File: src/hdl/fat_pkg.sv
`timescale 1ns / 1ps

package fat_pkg;

  localparam int EntryW = 12;
  localparam int CountW = 13;

  localparam logic [EntryW-1:0] ResetMarker = 12'hFFF;

  typedef enum logic [1:0] {
    ST_OK     = 2'd0,
    ST_RANGE  = 2'd1,
    ST_FULL   = 2'd2,
    ST_BROKEN = 2'd3
  } status_e;

  typedef enum logic [2:0] {
    K_READ  = 3'd0,
    K_WRITE = 3'd1,
    K_FIND  = 3'd2,
    K_CHAIN = 3'd3,
    K_COUNT = 3'd4
  } kind_e;

endpackage

File: src/hdl/fat12_allocation_table_engine.sv
`timescale 1ns / 1ps
// Read, write, range error and unknown kind reach S_FINISH straight from idle (read via S_READ);
// find free, free chain and count walk the table in S_SCAN, S_CHAIN or S_COUNT,
// one table entry per cycle through the single table read port.
// Throughput: one item at a time; the next item is taken once the result is registered.
// Reset: after rst_ni releases, a clearing pass writes every entry
// (reserved entries to 0xFFF, the rest to zero) before the first item is taken.
module fat12_allocation_table_engine
  import fat_pkg::*;
#(
  parameter int TABLE_ENTRIES    = 256,
  parameter int RESERVED_ENTRIES = 2
) (
  input  logic              clk_i,
  input  logic              rst_ni,
  input  logic              cfg_valid_i,
  output logic              cfg_ready_o,
  input  logic [EntryW-1:0] cfg_end_marker_i,
  input  logic              in_valid_i,
  output logic              in_ready_o,
  input  logic [2:0]        kind_i,
  input  logic [EntryW-1:0] index_i,
  input  logic [EntryW-1:0] value_i,
  output logic              out_valid_o,
  input  logic              out_ready_i,
  output logic [1:0]        status_o,
  output logic [EntryW-1:0] entry_value_o,
  output logic [CountW-1:0] free_count_o
);

  localparam int AW = $clog2(TABLE_ENTRIES);
  localparam logic [AW-1:0]     LastIdx   = AW'(TABLE_ENTRIES - 1);
  localparam logic [CountW-1:0] TableSize = CountW'(TABLE_ENTRIES);
  localparam logic [CountW-1:0] Reserved  = CountW'(RESERVED_ENTRIES);

  typedef enum logic [2:0] {
    S_CLEAR,
    S_IDLE,
    S_READ,
    S_SCAN,
    S_CHAIN,
    S_COUNT,
    S_FINISH
  } state_e;

  logic [EntryW-1:0] mem_q [TABLE_ENTRIES];
  logic [EntryW-1:0] rd_q;

  state_e            state_q, state_d;
  logic [AW-1:0]     ptr_q, ptr_d;
  logic [AW-1:0]     cnt_q, cnt_d;
  logic              fwd_q, fwd_d;
  logic [EntryW-1:0] end_marker_q, end_marker_d;
  status_e           res_status_q, res_status_d;
  logic [EntryW-1:0] res_entry_q, res_entry_d;
  logic [CountW-1:0] res_count_q, res_count_d;
  logic              out_valid_q, out_valid_d;
  status_e           status_q, status_d;
  logic [EntryW-1:0] entry_q, entry_d;
  logic [CountW-1:0] count_q, count_d;

  logic              mem_we;
  logic [AW-1:0]     mem_waddr;
  logic [EntryW-1:0] mem_wdata;
  logic              mem_re;
  logic [AW-1:0]     mem_raddr;

  always_comb begin
    logic              in_range;
    logic [EntryW-1:0] link;
    logic [AW-1:0]     nxt;

    in_range     = {1'b0, index_i} < TableSize;
    link         = fwd_q ? '0 : rd_q;
    nxt          = (ptr_q == LastIdx) ? '0 : ptr_q + AW'(1);

    state_d      = state_q;
    ptr_d        = ptr_q;
    cnt_d        = cnt_q;
    fwd_d        = 1'b0;
    end_marker_d = cfg_valid_i ? cfg_end_marker_i : end_marker_q;
    res_status_d = res_status_q;
    res_entry_d  = res_entry_q;
    res_count_d  = res_count_q;
    out_valid_d  = out_valid_q && !out_ready_i;
    status_d     = status_q;
    entry_d      = entry_q;
    count_d      = count_q;
    mem_we       = 1'b0;
    mem_waddr    = ptr_q;
    mem_wdata    = '0;
    mem_re       = 1'b0;
    mem_raddr    = ptr_q;

    case (state_q)
      S_CLEAR: begin
        mem_we    = 1'b1;
        mem_wdata = (CountW'(ptr_q) < Reserved) ? ResetMarker : '0;
        ptr_d     = nxt;
        if (ptr_q == LastIdx) begin
          state_d = S_IDLE;
        end
      end
      S_IDLE: begin
        if (in_valid_i) begin
          res_status_d = ST_OK;
          res_entry_d  = '0;
          res_count_d  = '0;
          cnt_d        = '0;
          ptr_d        = index_i[AW-1:0];
          mem_raddr    = index_i[AW-1:0];
          state_d      = S_FINISH;
          case (kind_e'(kind_i))
            K_READ: begin
              if (in_range) begin
                mem_re  = 1'b1;
                state_d = S_READ;
              end else begin
                res_status_d = ST_RANGE;
              end
            end
            K_WRITE: begin
              if (in_range) begin
                mem_we    = 1'b1;
                mem_waddr = index_i[AW-1:0];
                mem_wdata = value_i;
              end else begin
                res_status_d = ST_RANGE;
              end
            end
            K_FIND: begin
              if (in_range) begin
                mem_re  = 1'b1;
                state_d = S_SCAN;
              end else begin
                res_status_d = ST_RANGE;
              end
            end
            K_CHAIN: begin
              if (in_range) begin
                mem_re  = 1'b1;
                state_d = S_CHAIN;
              end else begin
                res_status_d = ST_RANGE;
              end
            end
            K_COUNT: begin
              ptr_d     = '0;
              mem_raddr = '0;
              mem_re    = 1'b1;
              state_d   = S_COUNT;
            end
            default: begin
              state_d = S_FINISH;
            end
          endcase
        end
      end
      S_READ: begin
        res_entry_d = rd_q;
        state_d     = S_FINISH;
      end
      S_SCAN: begin
        if (rd_q == '0) begin
          res_entry_d = EntryW'(ptr_q);
          state_d     = S_FINISH;
        end else if (cnt_q == LastIdx) begin
          res_status_d = ST_FULL;
          state_d      = S_FINISH;
        end else begin
          cnt_d     = cnt_q + AW'(1);
          ptr_d     = nxt;
          mem_raddr = nxt;
          mem_re    = 1'b1;
        end
      end
      S_CHAIN: begin
        mem_we = 1'b1;
        if (link == end_marker_q) begin
          state_d = S_FINISH;
        end else if ({1'b0, link} >= TableSize || cnt_q == LastIdx) begin
          res_status_d = ST_BROKEN;
          state_d      = S_FINISH;
        end else begin
          cnt_d     = cnt_q + AW'(1);
          ptr_d     = link[AW-1:0];
          mem_raddr = link[AW-1:0];
          mem_re    = 1'b1;
          // the entry cleared now is not yet visible to this read
          fwd_d     = (link[AW-1:0] == ptr_q);
        end
      end
      S_COUNT: begin
        if (rd_q == '0) begin
          res_count_d = res_count_q + CountW'(1);
        end
        if (ptr_q == LastIdx) begin
          state_d = S_FINISH;
        end else begin
          ptr_d     = nxt;
          mem_raddr = nxt;
          mem_re    = 1'b1;
        end
      end
      S_FINISH: begin
        if (!out_valid_q || out_ready_i) begin
          out_valid_d = 1'b1;
          status_d    = res_status_q;
          entry_d     = res_entry_q;
          count_d     = res_count_q;
          state_d     = S_IDLE;
        end
      end
      default: begin
        state_d = S_IDLE;
      end
    endcase
  end

  always_ff @(posedge clk_i) begin
    if (mem_we) begin
      mem_q[mem_waddr] <= mem_wdata;
    end
    if (mem_re) begin
      rd_q <= mem_q[mem_raddr];
    end
  end

  always_ff @(posedge clk_i or negedge rst_ni) begin
    if (!rst_ni) begin
      state_q      <= S_CLEAR;
      ptr_q        <= '0;
      cnt_q        <= '0;
      fwd_q        <= 1'b0;
      end_marker_q <= ResetMarker;
      out_valid_q  <= 1'b0;
    end else begin
      state_q      <= state_d;
      ptr_q        <= ptr_d;
      cnt_q        <= cnt_d;
      fwd_q        <= fwd_d;
      end_marker_q <= end_marker_d;
      out_valid_q  <= out_valid_d;
    end
  end

  always_ff @(posedge clk_i) begin
    res_status_q <= res_status_d;
    res_entry_q  <= res_entry_d;
    res_count_q  <= res_count_d;
    status_q     <= status_d;
    entry_q      <= entry_d;
    count_q      <= count_d;
  end

  assign cfg_ready_o   = 1'b1;
  assign in_ready_o    = (state_q == S_IDLE);
  assign out_valid_o   = out_valid_q;
  assign status_o      = status_q;
  assign entry_value_o = entry_q;
  assign free_count_o  = count_q;

  a_busy_after_accept: assert property (@(posedge clk_i) disable iff (!rst_ni)
    in_valid_i && in_ready_o |=> !in_ready_o)
    else $error("item taken while previous item still in progress");

  a_walk_in_table: assert property (@(posedge clk_i) disable iff (!rst_ni)
    (state_q == S_SCAN || state_q == S_COUNT) |-> CountW'(ptr_q) < TableSize)
    else $error("scan pointer beyond table");

  a_finish_holds: assert property (@(posedge clk_i) disable iff (!rst_ni)
    state_q == S_FINISH && out_valid_q && !out_ready_i |=> state_q == S_FINISH)
    else $error("result dropped while output stalled");

  a_count_ok: assert property (@(posedge clk_i) disable iff (!rst_ni)
    out_valid_o && free_count_o != '0 |-> status_o == ST_OK)
    else $error("free count with error status");

  a_entry_ok: assert property (@(posedge clk_i) disable iff (!rst_ni)
    out_valid_o && entry_value_o != '0 |-> status_o == ST_OK)
    else $error("entry value with error status");

endmodule
File: config.mk
export PLATFORM = sky130hd
export DESIGN_NAME = fat12_allocation_table_engine
export DESIGN_NICKNAME = d
export VERILOG_FILES = /design/src/hdl/fat_pkg.sv /design/src/hdl/fat12_allocation_table_engine.sv
export SDC_FILE = /design/constraint.sdc
export NUM_CORES = 2
export LEC_CHECK = 0
export BUFFER_PORTS_ARGS = -buffer_cell sky130_fd_sc_hd__buf_2
export CAP_MARGIN = 25
export CORE_ASPECT_RATIO = 1.75
export CORE_UTILIZATION = 30
export DETAILED_ROUTE_END_ITERATION = 10
export HOLD_SLACK_MARGIN = 0.08
export MAX_ROUTING_LAYER = met4
export SYNTH_ARGS = -nofsm -noshare
export SYNTH_HDL_FRONTEND = slang
export SYNTH_SLANG_ARGS = --single-unit
export TNS_END_PERCENT = 30
File: constraint.sdc
create_clock -name clk_i -period 20.5 [get_ports clk_i]
set_input_delay 3.075 -clock clk_i [delete_from_list [all_inputs] [get_ports clk_i]]
set_output_delay 3.075 -clock clk_i [all_outputs]
set_load 0.02 [all_outputs]
==> impl_metrics.toml <==
[detailed_routing]
vias = 71320
drc_errors = 0
drt_iter0_drc = 7725
drt-total-wl_um = 395600
drt_first_pass_iters = 9
viasPerCell = 5.355
wl_per_cell_um = 29.70
ant_nets = 0

[global_routing]
antenna_found_initial = 15
grt_pass1_vias = 71890
grt_max_degree = 145
grt_first_pass_wirelength_um = 552000
grt_overflow_total = 0
grt_usage_pct = 19.15

[clock_network]
cts_made_buffers = 271
htreeDepth = 5
cts_setup_buffers = 0
clockRootBuffer = "clkbuf_16"
insertion_delay_ps = 910
post_cts_resize_count = 0
ctsHoldBuffers = 0
cts.path.max_buffers = 4
cts_sinks = 3171
clk_pin_slew_worst_paths_ps = 70
cts_tree = "done"

[critical_path]
crit_path_end_kind = "register"
r2r_slack_ps = 10900
worstPathRequired_ps = 21090
start_kind = "input pin"
crit_fanout = 81
critPathKind = "input pin to register"
crit_arrival_ps = 10450

[placement]
dp.final_hpwl_um = 263300
dp.cells = 12820
gp_congestion = 0.9634
port_buffers = 72

[timing]
period_needed_ps = 9856
finalHoldViolations = 0
timing.final.crit_share_pct = 48.08
finalSetupViolCount = 0
finalSetupTns_ps = 0
rsz0062_at_grt = "no"
clock.fmax_ghz = 0.1015
slew_headroom_pct = -1.570
drv_slew = 2
skew_ps = 66.92
tightest_slew_ps = 1524

[logic_synthesis]
synth_edf_count = 3138
ys_async_sr_fraction_pct = 1.041
synth_flop_cell = "edfxtp_1"
synth_area_mm2 = 0.1248
yosysUniqueCellTypes = 91
syn-num-nets = 7368
postSynthCellCount = 7317
synth-seq-area-share_pct = 76.20
yosys_warnings = 0
avgSynthCellArea_um2 = 17.05
synth_seq_cells = 3171

[floorplan]
io_pins = 74
die_area_mm2 = 0.4186
core_area_mm2 = 0.4143
initial_utilization_pct = 30.11
chipHeight_um = 855.1
die_w_um = 489.5
rows = 313

[cells_and_area]
fill_cells = 39060
multi_input_area_mm2 = 0.02804
drive_gt1_share_pct = 18.79
nets = 7644
seq_area_mm2 = 0.09507
area_growth_pct = 14.19
layoutNonFillerInstCount = 13320

[job]
maxCapViolCount = 0

[pwr]
peakVddDrop_mv = 0.06891
p_leak_nw = 39.24
power.density_mw_per_mm2 = 85.63

[run_status]
violations = "slew limit"
status = "finished, violations left"

[worst_hold_path]
min_path_type = "register to register"
==> cells in the mapped netlist (8+ instances only) <==
master,count,area share [%]
edfxtp_1,3138,76
nand2_1,1098,3.3
mux4_2,406,7.3
nor2_1,346,1.0
a21oi_1,318,1.3
a22oi_1,221,1.3
clkbuf_1,218,0.66
a32oi_1,183,1.3
nand3_1,161,0.65
buf_2,114,0.46
mux2i_1,108,0.87
a211oi_1,103,0.62
nand4_1,101,0.51
and3_1,81,0.41
a31oi_1,74,0.37
o21ai_0,51,0.20
buf_1,48,0.14
buf_4,44,0.26
o22ai_1,42,0.21
nor3_1,29,0.12
buf_6,26,0.23
nor4_1,24,0.12
a221oi_1,21,0.15
dfrtp_1,21,0.42
o211ai_1,18,0.11
mux2_2,16,0.14
nor2b_1,16,0.080
a311oi_1,15,0.11
xnor2_1,15,0.11
a21boi_0,14,0.084
inv_1,14,0.042
o21ai_1,14,0.056
a32o_1,12,0.096
dfstp_2,12,0.25
a2111oi_0,11,0.077
a22o_1,11,0.077
and2_1,11,0.055
and4_1,10,0.070
xor2_1,10,0.070
nand3b_1,9,0.054
o31ai_1,8,0.048
or3_1,8,0.040
==> layout by cell type (no fill, tap or decap), types with 16 or more instances in the layout <==
| cell | Yosys | layout |
|---|---|---|
| nor4_1 | 24 | 23 |
| clkbuf_16 | 0 | 282 |
| nand4_1 | 101 | 101 |
| o211ai_1 | 18 | 18 |
| nor3_1 | 29 | 25 |
| nor2b_1 | 16 | 16 |
| clkbuf_1 | 218 | 49 |
| and3_1 | 81 | 80 |
| a211oi_1 | 103 | 91 |
| clkinv_2 | 0 | 30 |
| mux2_2 | 16 | 16 |
| o22ai_1 | 42 | 41 |
| o21ai_0 | 51 | 49 |
| bufinv_16 | 0 | 23 |
| nor2_1 | 346 | 218 |
| diode_2 | 0 | 17 |
| buf_2 | 114 | 74 |
| buf_4 | 44 | 333 |
| a32oi_1 | 183 | 183 |
| dfrtp_1 | 21 | 21 |
| mux4_2 | 406 | 406 |
| mux2i_1 | 108 | 108 |
| a22oi_1 | 221 | 220 |
| a221oi_1 | 21 | 20 |
| a31oi_1 | 74 | 74 |
| nand3_1 | 161 | 156 |
| nor2_2 | 0 | 117 |
| clkinv_1 | 2 | 60 |
| a21oi_1 | 318 | 317 |
| edfxtp_1 | 3138 | 3138 |
| buf_8 | 4 | 30 |
| nand2_1 | 1098 | 1096 |
==> final cells by class <==
| cell class | instances | area share, % |
|---|---|---|
| flip-flops and latches | 3171 | 66.73 |
| multi-input cells | 3669 | 19.68 |
| clock buffers | 332 | 5.092 |
| well taps | 5512 | 4.841 |
| repair buffers | 463 | 2.644 |
| clock inverters | 139 | 0.9301 |
| inverters | 17 | 0.04479 |
| diodes | 17 | 0.02986 |
==> metrics by stage <==
stage               hold WS (ps)  setup slack [ps]  utilization, %  power, W  cell area (um^2)
floorplan                  400.3              3137               -  0.007164            124800
global placement           405.9              9704           32.08  0.007173            132900
detailed placement         408.0              9714           32.26  0.007173            133600
CTS                        408.8             10660           34.33   0.01226            142200
global route               408.6             10370           34.38   0.01247            142500
finish                     418.5             10640           34.38   0.01220            142500
==> where the power goes <==
| part | leakage, nW | switching (W) | internal (W) |
|---|---|---|---|
| combinational | 13.0 | 0.00000783 | 0.00000786 |
| sequential | 22.0 | 0.00000312 | 0.00701 |
| clock | 4.18 | 0.00235 | 0.00282 |
==> registers in the layout, summed over array words and instances, names as in the netlist, 8 cells and up <==
name / count
cnt_q: 8
end_marker_q: 12
entry_value_o: 12
free_count_o: 13
mem_q: 3072
ptr_q: 8
rd_q: 12
res_count_q: 13
res_entry_q: 12
==> cell families (layout without fill, tap and decap cells) <==
family	Yosys count	count (layout)	synth area share (%)
compound gates	1177	1177	6.586
xor+xnor	25	25	0.1755
fa+ha+maj	7	7	0.07020
buf+inv	477	951	1.953
flops	3171	3171	76.20
mux	530	530	8.340
other cells	1	18	0.003006
simple gates	1929	1929	6.670
==> routing by layer <==
| layer | track usage (%) | wire, um | vias to the layer above |
|---|---|---|---|
| met5 | - | 0 | - |
| met4 | 16.68 | 41100 | 0 |
| met3 | 2.776 | 25210 | 1115 |
| met2 | 33.03 | 204200 | 3425 |
| met1 | 18.75 | 125100 | 37080 |
| li1 | - | - | 29700 |
==> critical path, stage by stage <==
cell and delay (ps):
buf_2 160, nand4_1 200, nor2_1 630, a22oi_1 250
and3_2 230, buf_4 260, nand2_8 520, buf_4 750
buf_4 760, buf_4 830, buf_4 880, mux4_2 420
a22oi_1 240, nand4_1 110, o21ai_0 720, nand4bb_1 170
==> final timing paths <==
kind,startpoint,end,cells past startpoint
max,in_valid_i,rd_q[9],16
min in group asynchronous,rst_ni,ptr_q[6],1
max reg2reg,ptr_q[0],rd_q[1],19
min,res_entry_q[0],entry_value_o[0],0
max in group asynchronous,rst_ni,out_valid_o,1
min reg2reg,res_entry_q[0],entry_value_o[0],0
Note: power is estimated with default switching activity, not from simulation.
